--- src/hw/rtl/ambs_pkg.sv ---
// ---------------------------------------------------------------------------
// ambs_pkg: shared types and constants
// Channel lane results, queued results and register and action codes for the
// approximate-median background subtraction core.
// ---------------------------------------------------------------------------
`default_nettype none

package ambs_pkg;

    localparam int unsigned NUM_CH    = 3;
    localparam int unsigned CH_W      = 8;
    localparam int unsigned WORD_W    = NUM_CH * CH_W;
    localparam int unsigned IDX_W     = 17;
    localparam int unsigned CFG_IDX_W = 3;
    localparam int unsigned CFG_DAT_W = 16;

    // Result queue geometry.
    localparam int unsigned OQ_DEPTH = 4;
    localparam int unsigned OQ_AW    = 2;
    localparam int unsigned OQ_CW    = OQ_AW + 1;

    // Register indexes of the configuration port.
    localparam logic [CFG_IDX_W-1:0] CFG_LOW_LIMIT       = 3'd0;
    localparam logic [CFG_IDX_W-1:0] CFG_HIGH_LIMIT      = 3'd1;
    localparam logic [CFG_IDX_W-1:0] CFG_SAMPLING_RATE   = 3'd2;
    localparam logic [CFG_IDX_W-1:0] CFG_LEARNING_FRAMES = 3'd3;
    localparam logic [CFG_IDX_W-1:0] CFG_CHANNEL_COUNT   = 3'd4;

    // Action codes of an input request.
    localparam logic ACT_CLASSIFY = 1'b0;
    localparam logic ACT_UPDATE   = 1'b1;

    // Channel count value that selects all three channels.
    localparam logic [1:0] CH_COUNT_ALL = 2'd3;

    // Phase value on which background updates are made.
    localparam logic [7:0] UPDATE_PHASE = 8'd1;

    typedef struct packed {
        logic            low_ok;
        logic            high_ok;
        logic [CH_W-1:0] nudged;
    } lane_res_t;

    typedef struct packed {
        logic low_fg;
        logic high_fg;
    } res_t;

    typedef struct packed {
        res_t              res;
        logic [WORD_W-1:0] nudged_word;
    } merge_t;

endpackage

`default_nettype wire

--- src/hw/rtl/ambs_merge.sv ---
// ---------------------------------------------------------------------------
// ambs_merge: lane merging stage
// Combines the per-channel verdicts into the two foreground flags and
// assembles the nudged background word, keeping unused channels unchanged.
// ---------------------------------------------------------------------------
`default_nettype none

module ambs_merge (
    input  wire ambs_pkg::lane_res_t           lanes [ambs_pkg::NUM_CH],
    input  wire logic [ambs_pkg::WORD_W-1:0]   bg_word,
    input  wire logic                          use_all,
    output ambs_pkg::merge_t                   merged
);

    always_comb
    begin
        merged.res.low_fg  = !lanes[0].low_ok;
        merged.res.high_fg = !lanes[0].high_ok;
        merged.nudged_word = bg_word;
        merged.nudged_word[ambs_pkg::CH_W-1:0] = lanes[0].nudged;
        if (use_all)
        begin
            for (int k = 1; k < ambs_pkg::NUM_CH; k++)
            begin
                if (!lanes[k].low_ok)
                begin
                    merged.res.low_fg = 1'b1;
                end
                if (!lanes[k].high_ok)
                begin
                    merged.res.high_fg = 1'b1;
                end
                merged.nudged_word[k*ambs_pkg::CH_W +: ambs_pkg::CH_W] = lanes[k].nudged;
            end
        end
    end

endmodule

`default_nettype wire

--- config.mk ---
export PLATFORM = sky130hd
export DESIGN_NAME = ambs_merge
export DESIGN_NICKNAME = d
export VERILOG_FILES = /design/src/hw/rtl/ambs_pkg.sv /design/src/hw/rtl/ambs_merge.sv
export SDC_FILE = /design/constraint.sdc
export NUM_CORES = 1
export LEC_CHECK = 0
export BUFFER_PORTS_ARGS = -buffer_cell sky130_fd_sc_hd__buf_2
export CAP_MARGIN = 25
export CORE_MARGIN = 8
export CORE_UTILIZATION = 25
export DETAILED_ROUTE_END_ITERATION = 12
export GPL_TIMING_DRIVEN = 0
export PLACE_DENSITY = 0.95
export SLEW_MARGIN = 20
export SYNTH_ARGS = -nofsm -noshare
export SYNTH_HDL_FRONTEND = slang
export SYNTH_SLANG_ARGS = --single-unit
--- constraint.sdc ---
create_clock -name vclk -period 2.2
set_clock_uncertainty 0.05 [all_clocks]
set_input_delay 0.55 -clock vclk [all_inputs]
set_output_delay 0.55 -clock vclk [all_outputs]
set_load 0.1 [all_outputs]
==> run_results.csv <==
group,metric,value,unit
status,status,"finished, final reports clean",
cts,cts.repair.resized,0,
floorplanning,coreArea,1269,um2
cts,cts_setup_buffers,0,
synthesis,netlist.area_leader.share,0.3650,
synthesis,syn_area,329.1,um2
cells_and_area,drive_gt1_frac,0.9787,
worst_setup_path,worstSetupEndpointType,"output pin",
detailed_routing,wl_per_cell,13.55,um
floorplanning,row_count,13,
worst_setup_path,crit_type,"primary input to output pin",
timing,slew_headroom,0.6713,
cells_and_area,final_cells,109,
floorplanning,dieArea,2733,um2
worst_setup_path,cp-startpoint,"use_all",
synthesis,netlist_instances,30,
worst_setup_path,critPathLaunchType,"primary input",
cells_and_area,final_common_cell,"buf_2",
power,leakagePower,0.4217,nW
worst_setup_path,cp.arrival,1.51,ns
synthesis,synth_nets,85,
timing,hold_slack,1.435,ns
timing,finalSetupViolations,0,
worst_hold_path,hold_path.class,"primary input to output pin",
cells_and_area,nClkBuffers,0,
synthesis,netlist_top_cells_area,"mux2_4 37%, mux2_2 27%, buf_4 18%, a21bo_1 6.1%, buf_12 6.1%",
timing,tightest_slew,0.4964,ns
power,power_density,551.4,nW/um2
cells_and_area,num-fill-cells,119,
global_routing,grt_max_degree,11,
timing,rsz0062_at_grt,"no",
cells_and_area,post-route-util,0.5306,
flow_run,maxCapViolCount,0,
floorplanning,fp.dieW,52.28,um
detailed_routing,viasPerCell,4.385,
global_routing,grt.total_usage,0.09893,
cells_and_area,final_nets,151,
global_routing,grtUsageMet3,0.05114,
worst_setup_path,required,1.60,ns
global_routing,grt_pass1_wl,2.283,mm
cells_and_area,nFlopsAndLatches,0,
floorplanning,initial_core_util,0.2594,
timing,fmax,0.4739,GHz
timing,hold_viol,0,
placed_design,dp.cells,109,
timing,post-route-min-period,2.110,ns
placed_design,io_buffers,64,
worst_hold_path,worstHoldStart,"lanes[24]",
cts,cts_hold_buf,0,
worst_setup_path,crit_slowest_cell,"buf_2",
synthesis,avgSynthCellArea,10.97,um2
detailed_routing,vias,478,
global_routing,grt_use_met1,0.09667,
global_routing,antenna_found_initial,0,
timing,period_share,0.9592,
worst_setup_path,crit_family,"buffers and inverters",
worst_hold_path,min_to,"merged[4]",
floorplanning,io_pins,81,
floorplanning,die_y,52.28,um
worst_setup_path,crit_chain,"buf_6, buf_12, a21bo_1, nand2_2, buf_2",
placed_design,dpl.hpwl,1.407,mm
detailed_routing,wl,1.477,mm
global_routing,grt.overflow.total,0,
detailed_routing,ant_nets,0,
worst_setup_path,worst_path_largest_cell_delay,0.42,ns
placed_design,dpl_cell_area,673.1,um2
cells_and_area,diodes,0,
detailed_routing,drc,0,
timing,slew_violations,0,
cells_and_area,regArea,0,um2
placed_design,place_ws,0.07845,ns
detailed_routing,firstDrtPassIters,2,
synthesis,yosysUniqueCellTypes,7,
worst_hold_path,holdPathStages,2,
cells_and_area,area_growth,104.6,%
power,power,371.1,uW
worst_setup_path,crit_fanout,10,
synthesis,ys_warn_count,0,
timing,setup_slack,0.08975,ns
detailed_routing,drtIter0Drc,3,
global_routing,grt_pass1_vias,589,
synthesis,synth_top_cell_by_area,"mux2_4",
cells_and_area,final_cell_mix,"64 x buf_2, 8 x mux2_4, 8 x mux2_2, 8 x buf_4",
timing,tns,0,ns
global_routing,met2_usage,0.1897,
placed_design,place.gp.congestion,0.7609,
power,peakVddDrop,273.4,uV
cells_and_area,fin_area,673.1,um2
worst_setup_path,critPathBufInv,3,
synthesis,seq_area_frac_synth,0,
global_routing,top_usage_layer,"met2",
cell families (layout without fill, tap and decap cells):
logic type             Yosys count  in the layout  synth area share
AND/OR/NAND/NOR                  2              2           0.02282
AO/OA/AOI/OAI                    2              2           0.06084
multiplexers                    16             16            0.6388
buffers and inverters           10             74            0.2776
worst max-delay path by stage:
stage                            end  slack, ns  cells past startpoint
after floorplan           merged[24]       0.21                      4
after global routing      merged[25]       0.04                      5
after detailed placement  merged[24]       0.08                      5
after CTS                 merged[24]       0.08                      5
after global placement    merged[25]       0.09                      5
final                     merged[24]       0.09                      5
metal layers:
layer | vias to the layer above | wire [um]
met4 | 0 | 0
met5 | - | 0
met3 | 0 | 313
met1 | 202 | 521
met2 | 50 | 643
li1 | 226 | -
cells in the mapped netlist:
| library cell | count |
|---|---|
| mux2_4 | 8 |
| mux2_2 | 8 |
| a21bo_1 | 2 |
| buf_12 | 1 |
| buf_6 | 1 |
| nand2_1 | 2 |
| buf_4 | 8 |
report_power, final:
group | internal (mW) | switching [mW] | leakage, nW | total, mW
Combinational | 0.0891 | 0.282 | 0.422 | 0.371
Sequential | 0 | 0 | 0 | 0
Clock | 0 | 0 | 0 | 0
Total | 0.0891 | 0.282 | 0.422 | 0.371
cell type report:
class	count	area (um2)	share of cell area
multi-input cells	20	242.7	0.3606
repair buffers	64	320.3	0.4758
well taps	15	18.77	0.02788
plain buffers	10	91.34	0.1357
Power figures use the tool's default switching activity.
