[config.mk]
export PLATFORM = sky130hd
export DESIGN_NAME = ambs_lane
export DESIGN_NICKNAME = d
export VERILOG_FILES = /design/src/hw/rtl/ambs_pkg.sv /design/src/hw/rtl/ambs_lane.sv
export SDC_FILE = /design/constraint.sdc
export NUM_CORES = 1
export LEC_CHECK = 0
export BUFFER_PORTS_ARGS = -buffer_cell sky130_fd_sc_hd__buf_4
export CORE_MARGIN = 2
export CORE_UTILIZATION = 30
export DETAILED_ROUTE_END_ITERATION = 7
export PLACE_DENSITY = 0.54
export SKIP_LAST_GASP = 1
export SLEW_MARGIN = 30
export SYNTH_ARGS = -nofsm -noshare
export SYNTH_HDL_FRONTEND = slang
export SYNTH_SLANG_ARGS = --single-unit
[constraint.sdc]
create_clock -name vclk -period 3.2
set_input_delay 0.48 -clock vclk [all_inputs]
set_output_delay 0.48 -clock vclk [all_outputs]
set_load 0.1 [all_outputs]
[src/hw/rtl/ambs_pkg.sv]
// ---------------------------------------------------------------------------
// ambs_pkg: shared types and constants
// Channel lane results, queued results and register and action codes for the
// approximate-median background subtraction core.
// ---------------------------------------------------------------------------
`default_nettype none

package ambs_pkg;

    localparam int unsigned NUM_CH    = 3;
    localparam int unsigned CH_W      = 8;
    localparam int unsigned WORD_W    = NUM_CH * CH_W;
    localparam int unsigned IDX_W     = 17;
    localparam int unsigned CFG_IDX_W = 3;
    localparam int unsigned CFG_DAT_W = 16;

    // Result queue geometry.
    localparam int unsigned OQ_DEPTH = 4;
    localparam int unsigned OQ_AW    = 2;
    localparam int unsigned OQ_CW    = OQ_AW + 1;

    // Register indexes of the configuration port.
    localparam logic [CFG_IDX_W-1:0] CFG_LOW_LIMIT       = 3'd0;
    localparam logic [CFG_IDX_W-1:0] CFG_HIGH_LIMIT      = 3'd1;
    localparam logic [CFG_IDX_W-1:0] CFG_SAMPLING_RATE   = 3'd2;
    localparam logic [CFG_IDX_W-1:0] CFG_LEARNING_FRAMES = 3'd3;
    localparam logic [CFG_IDX_W-1:0] CFG_CHANNEL_COUNT   = 3'd4;

    // Action codes of an input request.
    localparam logic ACT_CLASSIFY = 1'b0;
    localparam logic ACT_UPDATE   = 1'b1;

    // Channel count value that selects all three channels.
    localparam logic [1:0] CH_COUNT_ALL = 2'd3;

    // Phase value on which background updates are made.
    localparam logic [7:0] UPDATE_PHASE = 8'd1;

    typedef struct packed {
        logic            low_ok;
        logic            high_ok;
        logic [CH_W-1:0] nudged;
    } lane_res_t;

    typedef struct packed {
        logic low_fg;
        logic high_fg;
    } res_t;

    typedef struct packed {
        res_t              res;
        logic [WORD_W-1:0] nudged_word;
    } merge_t;

endpackage

`default_nettype wire

[src/hw/rtl/ambs_lane.sv]
// ---------------------------------------------------------------------------
// ambs_lane: one color channel lane
// Compares a channel against its background value for both limits and forms
// the background value moved one step toward the sample.
// ---------------------------------------------------------------------------
`default_nettype none

module ambs_lane (
    input  wire logic [ambs_pkg::CH_W-1:0] pix,
    input  wire logic [ambs_pkg::CH_W-1:0] bg,
    input  wire logic [ambs_pkg::CH_W-1:0] low_limit,
    input  wire logic [ambs_pkg::CH_W-1:0] high_limit,
    output ambs_pkg::lane_res_t            res
);

    logic [ambs_pkg::CH_W-1:0] diff;
    logic                      pix_above;
    logic                      pix_below;

    assign pix_above = pix > bg;
    assign pix_below = pix < bg;
    assign diff      = pix_above ? (pix - bg) : (bg - pix);

    always_comb
    begin
        res.low_ok  = diff <= low_limit;
        res.high_ok = diff <= high_limit;
        priority if (pix_above)
        begin
            res.nudged = bg + ambs_pkg::CH_W'(1);
        end
        else if (pix_below)
        begin
            res.nudged = bg - ambs_pkg::CH_W'(1);
        end
        else
        begin
            res.nudged = bg;
        end
    end

endmodule

`default_nettype wire

==> flow_results.org <==
** Outcome
- The final reports fail on setup timing.
- The flow ran to the end, but the final reports show violations.

** Final layout
- Summing all multi-input logic gate instances after layout gives 1558 sq um.
- The sequential cells in the finished layout cover a total of 0 sq um.
- Compared with the post-synthesis result, the final layout area differs by 76.37%.
- The number of antenna diodes in the final layout is 0.
- Layout filler cell count :: approximately 410
- Ratio of cells with drive above 1 in the final layout :: 0.5576
- At the end of the flow, the number of nets in the layout was 338.
- In the finished layout, the clock tree contains a buffer count of 0.
- The finished layout holds 321 standard cells, fillers aside.
- Sequential cells placed in the final layout were counted as 0.

** Synthesis
- Ranked by instance count, the synthesized netlist is headed by sky130_fd_sc_hd__ha_1 (33), sky130_fd_sc_hd__inv_1 (33), sky130_fd_sc_hd__mux2i_1 (13).
- Number of unique standard cell types used by synthesis :: 36
- Main area contributors after synthesis :: sky130_fd_sc_hd__ha_1 (29%), sky130_fd_sc_hd__mux2i_1 (9.2%), sky130_fd_sc_hd__inv_1 (8.8%), sky130_fd_sc_hd__mux2_2 (4.8%), sky130_fd_sc_hd__xnor2_1 (4.3%)
- Area of the mapped netlist :: 1414 sq um
- After synthesis, the mean cell area works out to 7.726 sq um.
- Counting every instance in the synthesized netlist gives around 180.
- Portion of synthesized cell area occupied by the leading cell type :: 0.2920
- The Yosys step of the flow raised 0 warnings.
- Share of the yosys chip area belonging to registers :: 0
- Cell taking the most area after synthesis :: sky130_fd_sc_hd__ha_1
- The number of nets in the synthesized netlist is 250.

** Setup path
- The slowest stage of the critical path belongs to the cell sky130_fd_sc_hd__fa_2.
- In this run the worst path has a maximum fanout of 3.
- Kind of start point of the critical path :: input pin
- Together, buffers and inverters on the worst path number 4.
- Cell breakdown of the critical path :: buf_4, inv_1, ha_2, inv_1, fa_2, a21o_1, a21oi_2, o21ai_1, mux2_4, mux2i_4, ha_4, nor2b_1, o21ai_1, nand2b_1, o22ai_4, buf_12
- The worst setup path is of the input pin to output port kind.
- Capturing element type of the critical path :: output port
- Data arrival, critical path :: approximately 3100 ps
- CP Data Required Time :: 2720 ps
- Max stage delay on crit path :: around 330 ps
- The cell family contributing the most delay on the critical path is adder cells.

** Die
- For this configuration, the core starts out at a cell density of 0.3181.
- Core ar. :: 4444 sq um
- Core Rows :: 24
- Vertical die dimension :: 72.65 microns
- The die is 72.65 microns wide.
- During I/O placement, the number of pins put on the boundary was 42.
- Area of the die :: 5278 sq um

** Power
- Max rail drop VDD :: 162.7 uV
- The design draws slightly above 700 uW.
- In this run the static leakage power is 0.001241 uW.
- Dividing total power by cell area gives a power density of 287.7 nW/um^2.

** CTS
- Number of buffers added to fix hold violations after cts :: 0

** GRT
- Wire length of the first global-routing pass :: 6168 microns
- Antenna violations before repair :: 0
- For this run the aggregate overflow at the end of global routing stands at 0.
- The number of global-route vias before repair came to 1471.
- Pin count of the biggest net entering global routing :: 10
- Across every metal layer, demand over resource in global routing totals 0.1405.

** STA
- Setup violations remaining at the end of the flow were counted as 2.
- The number of max-slew violations in the final report was 0.
- Final-report hold violation count :: 0
- Counting I/O delays and the setup requirement, the final critical path takes 3602 ps.
- The tightest hold path in the finished design has a slack of 1496 ps.
- Period utilization :: 1.126
- Headroom to the max-slew limit came out at 0.6774.
- At the pin with the least slew margin, the transition time is 478.8 ps.
- Maximum clock frequency :: between 200 and 300 MHz
- Setup repair after global routing could not meet its margin everywhere.
- Worst Setup Slack, final :: -402.4 ps
- Setup total negative slack :: -791.0 ps

** Detailed routing
- The final layout contains routed wiring with a total length of ~3800 microns.
- After detailed routing, the number of vias per cell comes to 4.713.
- The first detailed-routing pass ran for 4 iterations.
- Average wire per cell in the routed design :: between 10 and 15 microns
- Initial drt markers :: 34
- In the routed design, unresolved DRC markers number 0.
- Final antenna-violating net count :: 0
- Total number of vias :: ~1500

** Hold path
- Hold Path Sink :: res[2]
- Worst Hold Launch :: bg[2]
- Worst hold path stage count :: 4
- Hold Path Class :: input pin to output port

** Job
- Across the run, the number of max-cap violations was 0.

** Placement
- DPL Wire Length :: 3278 microns
- Counting tap cells, the placed design contains a total of between 300 and 400 instances.
- The count of buffers added on input and output ports is 42.
- Gp weighted congestion :: 0.7869
==> metrics by stage <==
step	worst slack, ps	instance area, sq um	utilization
after floorplan	-493.5	1604	-
after global placement	-673.9	2262	0.5090
after detailed placement	-699.7	2262	0.5090
after CTS	-458.7	2404	0.5408
final	-402.4	2494	0.5611
after global routing	-573.3	2494	0.5611
==> power breakdown <==
group	internal [uW]	leakage (uW)	total [uW]	switching [uW]
logic	328	0.00124	718	390
clock network	0	0	0	0
registers	0	0	0	0
total	328	0.00124	718	390
==> worst max path at each step <==
stage | to | slack (ps) | cells past startpoint | startpoint
CTS | res[9] | -460 | 15 | pix[0]
finish | res[8] | -400 | 16 | bg[0]
detailed placement | res[9] | -700 | 17 | pix[0]
global route | res[9] | -570 | 16 | bg[0]
global placement | res[9] | -670 | 17 | pix[0]
floorplan | res[9] | -490 | 15 | pix[4]
==> area by class of cell <==
class                      instances  share of cell area
multi-input combinational        143              0.6247
timing repair buffer              93              0.2915
inverter                          33             0.05770
tap                               52             0.02609
==> metal layers <==
metal / wire length (microns) / GRT usage
met2: 1905 / 0.2707
met5: 0 / 0
met1: 1762 / 0.1858
met3: 151 / 0.001381
met4: 0 / 0
==> tightest hold or removal path: stages <==
cell and delay, ps:
sky130_fd_sc_hd__buf_4 110, sky130_fd_sc_hd__buf_4 140, sky130_fd_sc_hd__xnor2_2 60, sky130_fd_sc_hd__buf_4 220
==> cell families (layout without fill, tap and decap cells) <==
kind of cell               after synthesis  after routing  share of synthesized area
buffers and inverters                   40            126                     0.1380
xor gates and xnor gates                 9              9                    0.05576
adders and majority gates               35             35                     0.3204
and+or+nand+nor                         40             40                     0.1602
AOI/OAI and AO/OA                       39             39                     0.1752
muxes                                   20             20                     0.1504
==> cells in the final DEF, fill, tap and decap left out, drive strengths merged, types with 2 or more instances in the layout <==
cell and count:
buf 93, inv 33, ha 33, mux2i 13, a21oi 12, o21ai 11
nand4 8, nand3 8, xnor2 7, nand2 7, mux2 7, a21o 4
nor2b 4, nor2 4, nor3 3, a211oi 2, xor2 2, a31oi 2
o21a 2, nand2b 2, o22ai 2, fa 2, and2 2
==> timing repair <==
| action | in CTS | in global routing |
|---|---|---|
| gates cloned | 0 | 0 |
| buffers inserted | 3 | 1 |
| gates resized for setup | 29 | 11 |
| pin swaps | 14 | 10 |
| endpoints found under the setup margin | 2 | 2 |
Power figures use the tool's default switching activity.
