--- config.mk ---
export PLATFORM = sky130hd
export DESIGN_NAME = ambs_out_fifo
export DESIGN_NICKNAME = d
export VERILOG_FILES = /design/src/hw/rtl/ambs_pkg.sv /design/src/hw/rtl/ambs_out_fifo.sv
export SDC_FILE = /design/constraint.sdc
export NUM_CORES = 1
export LEC_CHECK = 0
export BUFFER_PORTS_ARGS = -buffer_cell sky130_fd_sc_hd__buf_2
export CAP_MARGIN = 10
export CORE_MARGIN = 8
export CORE_UTILIZATION = 45
export CTS_CLUSTER_SIZE = 24
export DETAILED_ROUTE_END_ITERATION = 6
export GPL_TIMING_DRIVEN = 0
export PLACE_DENSITY = 0.66
export SETUP_SLACK_MARGIN = 0.1
export SLEW_MARGIN = 10
export SYNTH_ARGS = -nofsm -noshare
export SYNTH_HDL_FRONTEND = slang
export SYNTH_SLANG_ARGS = --single-unit
--- constraint.sdc ---
create_clock -name clk -period 4.4 [get_ports clk]
set_input_delay 0.44 -clock clk [delete_from_list [all_inputs] [get_ports clk]]
set_output_delay 0.44 -clock clk [all_outputs]
set_load 0.005 [all_outputs]
--- src/hw/rtl/ambs_pkg.sv ---
// ---------------------------------------------------------------------------
// ambs_pkg: shared types and constants
// Channel lane results, queued results and register and action codes for the
// approximate-median background subtraction core.
// ---------------------------------------------------------------------------
`default_nettype none

package ambs_pkg;

    localparam int unsigned NUM_CH    = 3;
    localparam int unsigned CH_W      = 8;
    localparam int unsigned WORD_W    = NUM_CH * CH_W;
    localparam int unsigned IDX_W     = 17;
    localparam int unsigned CFG_IDX_W = 3;
    localparam int unsigned CFG_DAT_W = 16;

    // Result queue geometry.
    localparam int unsigned OQ_DEPTH = 4;
    localparam int unsigned OQ_AW    = 2;
    localparam int unsigned OQ_CW    = OQ_AW + 1;

    // Register indexes of the configuration port.
    localparam logic [CFG_IDX_W-1:0] CFG_LOW_LIMIT       = 3'd0;
    localparam logic [CFG_IDX_W-1:0] CFG_HIGH_LIMIT      = 3'd1;
    localparam logic [CFG_IDX_W-1:0] CFG_SAMPLING_RATE   = 3'd2;
    localparam logic [CFG_IDX_W-1:0] CFG_LEARNING_FRAMES = 3'd3;
    localparam logic [CFG_IDX_W-1:0] CFG_CHANNEL_COUNT   = 3'd4;

    // Action codes of an input request.
    localparam logic ACT_CLASSIFY = 1'b0;
    localparam logic ACT_UPDATE   = 1'b1;

    // Channel count value that selects all three channels.
    localparam logic [1:0] CH_COUNT_ALL = 2'd3;

    // Phase value on which background updates are made.
    localparam logic [7:0] UPDATE_PHASE = 8'd1;

    typedef struct packed {
        logic            low_ok;
        logic            high_ok;
        logic [CH_W-1:0] nudged;
    } lane_res_t;

    typedef struct packed {
        logic low_fg;
        logic high_fg;
    } res_t;

    typedef struct packed {
        res_t              res;
        logic [WORD_W-1:0] nudged_word;
    } merge_t;

endpackage

`default_nettype wire

--- src/hw/rtl/ambs_out_fifo.sv ---
// ---------------------------------------------------------------------------
// ambs_out_fifo: result queue
// A small queue that holds classification results until the consumer takes
// them, so the pipeline never has to stall mid-flight.
// ---------------------------------------------------------------------------
`default_nettype none

module ambs_out_fifo (
    input  wire logic                         clk,
    input  wire logic                         rst_n,
    input  wire logic                         push,
    input  wire ambs_pkg::res_t               push_data,
    input  wire logic                         pop,
    output ambs_pkg::res_t                    head,
    output logic                              not_empty,
    output logic [ambs_pkg::OQ_CW-1:0]        count
);

    ambs_pkg::res_t                  entry_reg [ambs_pkg::OQ_DEPTH];
    logic [ambs_pkg::OQ_AW-1:0]      wr_ptr_reg;
    logic [ambs_pkg::OQ_AW-1:0]      rd_ptr_reg;
    logic [ambs_pkg::OQ_CW-1:0]      count_reg;
    logic [ambs_pkg::OQ_CW-1:0]      count_next;
    logic                            do_pop;

    assign do_pop    = pop && (count_reg != '0);
    assign head      = entry_reg[rd_ptr_reg];
    assign not_empty = count_reg != '0;
    assign count     = count_reg;

    always_comb
    begin
        count_next = count_reg;
        unique case ({push, do_pop})
            2'b10:   count_next = count_reg + ambs_pkg::OQ_CW'(1);
            2'b01:   count_next = count_reg - ambs_pkg::OQ_CW'(1);
            default: count_next = count_reg;
        endcase
    end

    always_ff @(posedge clk or negedge rst_n)
    begin
        if (!rst_n)
        begin
            wr_ptr_reg <= '0;
            rd_ptr_reg <= '0;
            count_reg  <= '0;
        end
        else
        begin
            if (push)
            begin
                wr_ptr_reg <= wr_ptr_reg + ambs_pkg::OQ_AW'(1);
            end
            if (do_pop)
            begin
                rd_ptr_reg <= rd_ptr_reg + ambs_pkg::OQ_AW'(1);
            end
            count_reg <= count_next;
        end
    end

    always_ff @(posedge clk)
    begin
        if (push)
        begin
            entry_reg[wr_ptr_reg] <= push_data;
        end
    end

endmodule

`default_nettype wire
==> summary.md, run 1 <==
| Metric | Value |
|---|---|
| Largest net degree at the start of global routing | 10 |
| CTS tree | done |
| Number of global-route vias before repair | approximately 400 |
| R2R Setup Slk | 2.60 ns |
| Slew headroom | 87.6% |
| Cell Rows | 14 |
| WP data arrival | about 1.4 ns |
| Clock Path Buffers | 2 |
| #FFs+latches synth | 15 |
| Port bufs | 11 |
| Syn nets | 58 |
| CP max stage cell | mux4_1 |
| Clock root buffer | clkbuf_4 |
| Syn Inst Count | 46 |
| Status | completed |
| Distinct cells, synth | 15 |
| Actual slew at the worst max-slew pin | ~0.19 ns |
| Layout cell share with drive strength beyond 1 | 24.2% |
| Element type at the critical path end | primary output |
| IO Pins | 12 |
| Slew Limit Fails | 0 |
| Cells after DPL | 73 |
| Yosys warns | 0 |
| GRT overflow | 0 |
| Critical path class | flip-flop to primary output |
| Final wirelength | 1.01 mm |
| Drt pass-1 iters | 2 |
| Die ar. | a little over 3000 sq um |
| GP Congestion | 0.765 |
| Worst EP required | 3.96 ns |
| CP delay by family, top | multiplexers |
| RSZ-0062 raised after global routing | no |
| Final core occ | 54.7% |
| 1st-iter DRT viols | 6 |
| Post-route ant nets | 0 |
| Critical Path Fanout Max | 4 |
| Worst-path cell chain | mux4_1, buf_2 |
| Ant diodes | 0 |
| Via count | 360 |
| Startpoint Class | flip-flop |
| Seq/Total Area, Yosys | 60.0% |
| WL per Instance | approximately 13 microns |
| DRC | 0 |
| Clock latency on the worst-skew pair | 0.28 ns |
| Die Y | 55.2 microns |
| Via density | 4.62 |
| Non-filler cells, final | 78 |
| Initial Util | 47.0% |
| Worst clock skew | 0.00420 ns |
| Pleak | 0.365 nW |
| CP Buf/Inv Count | 1 |
| Cell Pwr Density | 597 nW/um^2 |
| # Max-Cap Violations | 0 |
| Peak supply drop | 0.245 mV |
| # setup viols final | 0 |
| Hold Path Class | primary input to flip-flop |
| First-pass GRT wire length | approximately 1.8 mm |
| Most common cell after layout, fill and taps aside | buf_2 |
| Max FFs per register | 8 |
| CTS H-tree lvls | 1 |
| GRT Total Usage | 7.13% |
| Min Hold Slack | 0.376 ns |
| Setup TNS Final | 0 ns |
| Fmax achieved | 537 MHz |
| Layout net count | 75 |
| Clock buffer count from CTS | 3 |
| Initial antenna violation count | 0 |
| Final min period | 1.86 ns |
| Max incr delay on CP | 0.56 ns |
| Layout area overhead | 16.3% |
| Final Hold Fails | 0 |
| Tcrit/Tclk final | around 42% |
| CTS sink cnt | 15 |
| Die Width | between 50 and 60 microns |
| Core area | 1470 sq um |
| Syn Area/Cell | around 15 sq um |
| Commonest cells after routing, fill and taps aside | buf_2 (11), edfxtp_1 (8), dfrtp_1 (7), inv_1 (6), ha_1 (5) |
| Reg clk slew, reported paths | approximately 0.09 ns |
| Mapped cell area | 692 sq um |
==> per-stage QoR <==
step	setup WS [ns]	power, mW	instance area (sq um)
global route	2.47	0.519	805
floorplan	2.74	0.349	692
detailed placement	2.55	0.410	767
finish	2.54	0.480	805
global placement	2.57	0.404	767
CTS	2.51	0.488	805
==> cell usage after synthesis <==
cell type	count	area, sq um
edfxtp_1	8	240
dfrtp_1	7	175
inv_1	6	22.5
ha_1	5	62.6
and2_1	4	25.0
xor2_1	4	35.0
mux4_1	2	52.6
nand2_1	2	7.51
xnor2_1	2	17.5
fa_1	1	20.0
mux2i_1	1	10.0
nor2_1	1	3.75
o21ai_0	1	5.00
o31a_1	1	8.76
or3_1	1	6.26
==> timing repair <==
action                    4_1_cts  5_1_grt
hold buffers                    1        0
setup buffers                   0        0
gates resized for setup         0        0
hold endpoints to repair        7        0
==> where the power goes <==
group	leakage [nW]	switching (mW)	internal, mW
Combinational	0.192	0.0747	0.0897
Clock	0.0177	0.0426	0.0337
Sequential	0.156	0.0414	0.198
==> cell type report <==
cell class,count,area [sq um]
well taps,16,20.0
fillers,138,667
clock inverters,1,5.00
inverters,6,22.5
flip-flops and latches,15,415
multi-input cells,25,254
clock buffers,3,22.5
repair buffers,12,65.1
==> kinds of logic (layout without fill, tap and decap cells) <==
kind of cell    Yosys count  count (layout)  synth area share (%)
mux                       3               3                  9.04
flops                    15              15                  60.0
compound gates            2               2                  1.99
simple gates              8               8                  6.15
buf+inv                   6              22                  3.25
xor+xnor                  6               6                  7.59
fa+ha+maj                 6               6                  11.9
==> worst paths after layout <==
| check | from | endpoint | cells past startpoint |
|---|---|---|---|
| min | push_data[0] | entry_reg[0][0]$_DFFE_PP_ | 1 |
| max in group asynchronous | rst_n | wr_ptr_reg[1]$_DFFE_PN0P_ | 2 |
| min in group asynchronous | rst_n | rd_ptr_reg[0]$_DFFE_PN0P_ | 2 |
| max reg2reg | count[0]$_DFFE_PN0P_ | count[2]$_DFFE_PN0P_ | 7 |
| max | rd_ptr_reg[0]$_DFFE_PN0P_ | head[1] | 2 |
| min reg2reg | count[2]$_DFFE_PN0P_ | count[2]$_DFFE_PN0P_ | 1 |
==> worst register-to-register path: cells and delay by family, from the launching register on <==
kind,cells,cell delay [ns]
adders and majority gates,2,0.58
DFF,1,0.42
and+or+nand+nor,1,0.13
xor gates and xnor gates,2,0.30
AOI/OAI and AO/OA,1,0.23
buffers and inverters,1,0.06
==> routing by layer <==
metal  part of all wire [%]  vias up  wire length [microns]  track usage (%)
li1                       -      188                      -                -
met1                     46      163                    465             7.54
met2                     47        7                    475             11.4
met3                    4.7        2                     47             2.51
met4                    2.1        0                     21             5.28
met5                      0        -                      0                0
Power figures use the tool's default switching activity.
==> run 2, diff against run 1 <==
--- a/config.mk
+++ b/config.mk
@@ -12,7 +12,7 @@
 export CTS_CLUSTER_SIZE = 24
 export DETAILED_ROUTE_END_ITERATION = 6
 export GPL_TIMING_DRIVEN = 0
-export PLACE_DENSITY = 0.66
+export PLACE_DENSITY = 0.69
 export SETUP_SLACK_MARGIN = 0.1
 export SLEW_MARGIN = 10
 export SYNTH_ARGS = -nofsm -noshare
==> constraint.sdc (replaced) <==
create_clock -name clk -period 1.7 [get_ports clk]
set_input_delay 0.17 -clock clk [delete_from_list [all_inputs] [get_ports clk]]
set_output_delay 0.17 -clock clk [all_outputs]
set_load 0.005 [all_outputs]
==> run 2 against run 1 <==
Die area unchanged; clock power grew to 2.6 times the previous value; clock skew is 0.013 ns higher; register-to-register slack worse by 2.6 ns; core utilization up 3.4 points.
==> summary.md, run 2 (synthesis results as in run 1) <==
| Metric | Value |
|---|---|
| Status | completed |
| Clock Path Buffers | 2 (unchanged) |
| Element type at the critical path end | flip-flop |
| CP Buf/Inv Count | 1 (unchanged) |
| Ant diodes | 0 (unchanged) |
| Number of global-route vias before repair | 450 (+14%) |
| Cell Rows | 14 (unchanged) |
| GRT Total Usage | 7.06% (-0.077 points) |
| Die ar. | 3050 sq um (unchanged) |
| Largest net degree at the start of global routing | 10 (unchanged) |
| Core area | 1470 sq um (unchanged) |
| IO Pins | 12 (unchanged) |
| RSZ-0062 raised after global routing | yes |
| CP max stage cell | dfrtp_1 |
| Via count | 399 (+11%) |
| Max incr delay on CP | 0.39 ns (-0.17 ns) |
| Reg clk slew, reported paths | 0.10 ns (about the same) |
| Tot Pwr | 1.34 mW (+180%) |
| # Max-Cap Violations | 0 (unchanged) |
| Final wirelength | 1.06 mm (+5.2%) |
| Critical path class | flip-flop to flip-flop |
| WP data arrival | 1.84 ns (+0.42 ns) |
| Hold Path Class | primary input to flip-flop |
| Clock buffer count from CTS | 3 (unchanged) |
| Initial antenna violation count | 0 (unchanged) |
| Final instance area | 855 sq um (+6.2%) |
| Slew headroom | 89.1% (+1.4 points) |
| CTS sink cnt | 15 (unchanged) |
| Via density | 4.75 (+2.9%) |
| CTS tree | done |
| Port bufs | 11 (unchanged) |
| Worst Setup Slack, final | 0.0417 ns (-2.50 ns) |
| Max FFs per register | 8 (unchanged) |
| Initial Util | 47.0% (unchanged) |
| Clock root buffer | clkbuf_4 |
| 1st-iter DRT viols | 11 (+5) |
| Crit. path cell count | 7 (+5) |
| GP Congestion | 0.806 (+5.4%) |
| Slew Limit Fails | 0 (unchanged) |
| Layout cell share with drive strength beyond 1 | 35.3% (+11 points) |
| Die Width | 55.2 microns (unchanged) |
| GRT overflow | 0 (unchanged) |
| # setup viols final | 0 (unchanged) |
| WL per Instance | 12.6 microns (-2.4%) |
| Layout area overhead | 23.5% |
| CTS H-tree lvls | 1 (unchanged) |
| Post-route ant nets | 0 (unchanged) |
| DRC | 0 (unchanged) |
| Most common cell after layout, fill and taps aside | buf_2 |
| Actual slew at the worst max-slew pin | 0.164 ns (-0.0213 ns) |
| Critical Path Fanout Max | 2 (-2) |
| First-pass GRT wire length | 1.86 mm (+4.7%) |
| Final min period | 1.66 ns |
| Pleak | 0.392 nW (+7.2%) |
| Clock latency on the worst-skew pair | 0.28 ns (about the same) |
| Dpl cell area | 772 sq um (+0.65%) |
| Non-filler cells, final | 84 (+7.7%) |
| Cell Pwr Density | 1570 nW/um^2 (+160%) |
| Drt pass-1 iters | 3 (+1) |
| Die Y | 55.2 microns (unchanged) |
| R2r worst-path depth | 7 (unchanged) |
| Final Hold Fails | 0 (unchanged) |
| CP delay by family, top | adder cells |
| Hpwl dp | slightly above 800 microns |
| Fmax achieved | 603 MHz |
| Pre-CTS setup slack | -0.0455 ns (-2.59 ns) |
| Cells after DPL | 73 (unchanged) |
| Most frequent CP cell | xor2_1 |
| Worst clock skew | 0.0171 ns (+0.0129 ns) |
| Worst-path cell chain | o31a_1, ha_2, inv_2, fa_2, xor2_1, nor2_1, xor2_1 |
| Commonest cells after routing, fill and taps aside | buf_2 (11), edfxtp_1 (8), dfrtp_1 (7), buf_4 (6), inv_1 (5) |
| Worst EP required | 1.88 ns (-2.08 ns) |
| Setup TNS Final | 0 ns (unchanged) |
| Peak supply drop | 0.922 mV (+280%) |
| Startpoint Class | flip-flop |
| Tcrit/Tclk final | 97.5% |
| Hold Crit Depth | 1 (unchanged) |
| Layout net count | 81 (+8.0%) |
-- run 2: cell count changes in the layout (fill, tap and decap cells not counted) --
cell   previous run  this run
fa_1              1         0
inv_2             0         1
inv_1             6         5
ha_1              5         4
ha_2              0         1
fa_2              0         1
buf_4             0         6
-- run 2: worst paths after layout --
kind / slack (ns) / from / endpoint
max: 0.04 / count[1]$_DFFE_PN0P_ / count[2]$_DFFE_PN0P_
max reg2reg: 0.04 / count[1]$_DFFE_PN0P_ / count[2]$_DFFE_PN0P_
min in group asynchronous: 0.23 / rst_n / count[0]$_DFFE_PN0P_
min: 0.1 / push_data[1] / entry_reg[1][1]$_DFFE_PP_
min reg2reg: 0.52 / rd_ptr_reg[1]$_DFFE_PN0P_ / rd_ptr_reg[1]$_DFFE_PN0P_
max in group asynchronous: 1.32 / rst_n / count[1]$_DFFE_PN0P_
-- run 2: area by class of cell --
type	count	area [sq um]
Timing Repair Buffer	18	110
Inverter	6	22.5
Fill cell	131	617
Tap cell	16	20.0
Sequential cell	15	415
Multi-Input combinational cell	25	259
Clock buffer	3	22.5
Clock inverter	1	5.00
-- run 2: layer usage --
| metal | up-vias | global-route usage (%) | wire length (microns) |
|---|---|---|---|
| met3 | 0 | 2.51 | 42 |
| met4 | 0 | 2.11 | 0 |
| li1 | 200 | - | - |
| met5 | - | 0 | 0 |
| met2 | 5 | 13.1 | 560 |
| met1 | 194 | 7.05 | 458 |
-- run 2: repair_timing --
item	CTS	global route
buffers inserted	5	1
gates resized for setup	1	0
hold buffers	1	0
setup endpoints to repair	2	4
pin swaps	5	5
hold endpoints to repair	7	0
-- run 2: report_power, final --
part	switching, mW	internal [mW]	leakage, nW
logic	0.242	0.310	0.219
clock network	0.110	0.0871	0.0177
registers	0.0810	0.512	0.156
total	0.432	0.910	0.392
-- run 2: metrics by stage --
stage                     util (%)  hold WS (ns)
after floorplan                  -        -0.126
after global placement        52.5       0.00853
after detailed placement      52.5       0.00965
after CTS                     57.6         0.106
after global routing          58.1         0.112
final                         58.1        0.0999
==> run 3, diff against run 2 <==
--- a/config.mk
+++ b/config.mk
@@ -9,7 +9,7 @@
 export CAP_MARGIN = 10
 export CORE_MARGIN = 8
 export CORE_UTILIZATION = 45
-export CTS_CLUSTER_SIZE = 24
+export CTS_CLUSTER_SIZE = 8
 export DETAILED_ROUTE_END_ITERATION = 6
 export GPL_TIMING_DRIVEN = 0
 export PLACE_DENSITY = 0.69
==> constraint.sdc (replaced) <==
create_clock -name clk -period 1.5 [get_ports clk]
set_input_delay 0.15 -clock clk [delete_from_list [all_inputs] [get_ports clk]]
set_output_delay 0.15 -clock clk [all_outputs]
set_load 0.005 [all_outputs]
==> run 3 against run 2 <==
The run now ends with negative setup slack left; worst hold slack worse by 0.013 ns; clock power is 10% higher; fmax is 1.8% higher; non-clock buffer count is 2 higher; via count is 0.25% higher; first-iteration DRC count is 73% lower; worst setup slack worse by 0.17 ns; sequential power is 14% higher; critical path type unchanged.
==> summary.md, run 3 (synthesis results as in run 1) <==
| Metric | Value |
|---|---|
| Status | finished with violations |
| Failing checks | negative setup slack |
| CTS H-tree lvls | 1 (unchanged) |
| Cell Rows | 14 (unchanged) |
| Die ar. | 3050 sq um (unchanged) |
| # Max-Cap Violations | 0 (unchanged) |
| Peak supply drop | 0.835 mV (-9.4%) |
| Via density | 4.65 (-2.1%) |
| Fill cells | 129 (-1.5%) |
| Commonest cells after routing, fill and taps aside | buf_2 (11), edfxtp_1 (8), dfrtp_1 (7), buf_4 (7), inv_1 (5) |
| Clock buffer count from CTS | 3 (unchanged) |
| Initial antenna violation count | 0 (unchanged) |
| GRT Total Usage | 7.01% (-0.047 points) |
| FF-to-FF Start | count[2]$_DFFE_PN0P_ |
| Final core occ | 58.8% (+0.77 points) |
| Clock Path Buffers | 2 (unchanged) |
| Hold path start | push_data[1] |
| CTS sink cnt | 15 (unchanged) |
| Final Hold Fails | 0 (unchanged) |
| Ant diodes | 0 (unchanged) |
| Reg clk slew, reported paths | 0.09 ns (about the same) |
| GP Congestion | 0.806 (unchanged) |
| First-pass GRT wire length | 1.82 mm (-1.9%) |
| Initial Util | 47.0% (unchanged) |
| Layout area overhead | 25.1% |
| Cell Pwr Density | 1820 nW/um^2 (+16%) |
| R2R Setup Slk | -0.13 ns (-0.17 ns) |
| Element type at the critical path end | flip-flop |
| Critical path class | flip-flop to flip-flop |
| Number of global-route vias before repair | 450 (unchanged) |
| Hold Path Class | primary input to flip-flop |
| Actual slew at the worst max-slew pin | 0.165 ns (+0.00105 ns) |
| Die Width | 55.2 microns (unchanged) |
| Port bufs | 11 (unchanged) |
| Largest net degree at the start of global routing | 10 (unchanged) |
| Worst Setup Slack, final | -0.130 ns (-0.171 ns) |
| Drt pass-1 iters | 2 (-1) |
| R2R Path End | count[2]$_DFFE_PN0P_ |
| DRC | 0 (unchanged) |
| Post-route ant nets | 0 (unchanged) |
| Hold Crit Depth | 1 (unchanged) |
| Critical Path Fanout Max | 2 (unchanged) |
| Worst clock skew | 0.0133 ns (-0.00384 ns) |
| Layout cell share with drive strength beyond 1 | 40.0% (+4.7 points) |
| Tot Pwr | 1.58 mW (+18%) |
| RSZ-0062 raised after global routing | yes |
| Core area | 1470 sq um (unchanged) |
| IO Pins | 12 (unchanged) |
| GRT overflow | 0 (unchanged) |
| Most common cell after layout, fill and taps aside | buf_2 |
| Slew Limit Fails | 0 (unchanged) |
| R2r worst-path depth | 7 (unchanged) |
| Final wirelength | 1.07 mm (+1.0%) |
| Setup TNS Final | -0.278 ns (-0.278 ns) |
| Hold endpoint | entry_reg[1][1]$_DFFE_PP_ |
| Register area | 415 sq um (unchanged) |
| Min Hold Slack | 0.0869 ns (-0.0130 ns) |
| # setup viols final | 4 (+4) |
| Layout net count | 83 (+2.5%) |
| Startpoint Class | flip-flop |
| CTS tree | done |
| WL per Instance | 12.5 microns (-1.3%) |
| Tcrit/Tclk final | 109% (+11 points) |
| Clock root buffer | clkbuf_4 |
| Clock latency on the worst-skew pair | 0.28 ns (about the same) |
| Multi-input logic area | 251 sq um (-2.9%) |
| Die Y | 55.2 microns (unchanged) |
| Via count | 400 (+0.25%) |
| 1st-iter DRT viols | 3 (-8) |
| Final min period | 1.63 ns (-0.0286 ns) |
| Pleak | 0.395 nW (+0.76%) |
| WP data arrival | 1.80 ns (-0.04 ns) |
| Slew headroom | 89.0% (about the same) |
| Worst EP required | 1.67 ns (-0.21 ns) |
| Max FFs per register | 8 (unchanged) |
| Fmax achieved | 614 MHz (+1.8%) |
==> run 3: cell count changes in the layout (fill, tap and decap cells not counted) <==
cell,before,now
mux4_1,2,0
mux4_2,0,2
buf_6,0,1
buf_4,6,7
==> run 3: where the power goes <==
| group | leakage [nW] | internal (mW) | switching, mW |
|---|---|---|---|
| combinational | 0.222 | 0.396 | 0.288 |
| sequential | 0.156 | 0.581 | 0.0957 |
| clock | 0.0177 | 0.0986 | 0.119 |
| total | 0.395 | 1.08 | 0.503 |
==> run 3: through the flow <==
stage,std cells,cell area [sq um],setup slack [ns]
5_1_grt,86,866,-0.183
4_1_cts,82,836,-0.118
2_1_floorplan,46,697,-0.113
6_report,86,866,-0.130
3_3_place_gp,73,772,-0.200
3_5_place_dp,73,772,-0.207
==> run 3: worst max-delay path by stage <==
stage                                end                  from  slack (ns)
floorplan           count[2]$_DFFE_PN0P_  count[2]$_DFFE_PN0P_       -0.11
global placement    count[2]$_DFFE_PN0P_  count[0]$_DFFE_PN0P_       -0.20
detailed placement  count[2]$_DFFE_PN0P_  count[0]$_DFFE_PN0P_       -0.21
CTS                 count[2]$_DFFE_PN0P_  count[1]$_DFFE_PN0P_       -0.12
global route        count[2]$_DFFE_PN0P_  count[2]$_DFFE_PN0P_       -0.18
finish              count[2]$_DFFE_PN0P_  count[2]$_DFFE_PN0P_       -0.13
==> run 3: final cells by class <==
type	instances	share of cell area, %
clock buffers	3	2.60
inverters	6	2.60
multi-input cells	25	29.0
repair buffers	20	14.9
well taps	16	2.31
clock inverters	1	0.578
flip-flops and latches	15	48.0
==> run 3: layer usage <==
| layer | vias to the layer above | part of all wire (%) | track usage (%) |
|---|---|---|---|
| met4 | 0 | 0 | 3.17 |
| met1 | 193 | 44 | 6.78 |
| met3 | 0 | 4.0 | 2.51 |
| met2 | 5 | 52 | 12.8 |
| li1 | 202 | - | - |
| met5 | - | 0 | 0 |
==> run 3: timing repair <==
action                     CTS  global route
hold endpoints to repair     7             0
pin swaps                    4             1
hold buffers                 1             0
buffers inserted             4             4
setup endpoints to repair    4             5
gates resized for setup      3             0
==> run 3: critical path: stages, from the launching register on <==
cell     delay [ns]
dfrtp_1        0.40
o31a_1         0.32
ha_2           0.20
inv_2          0.06
fa_2           0.19
xor2_1         0.16
nor2_1         0.07
xor2_1         0.13
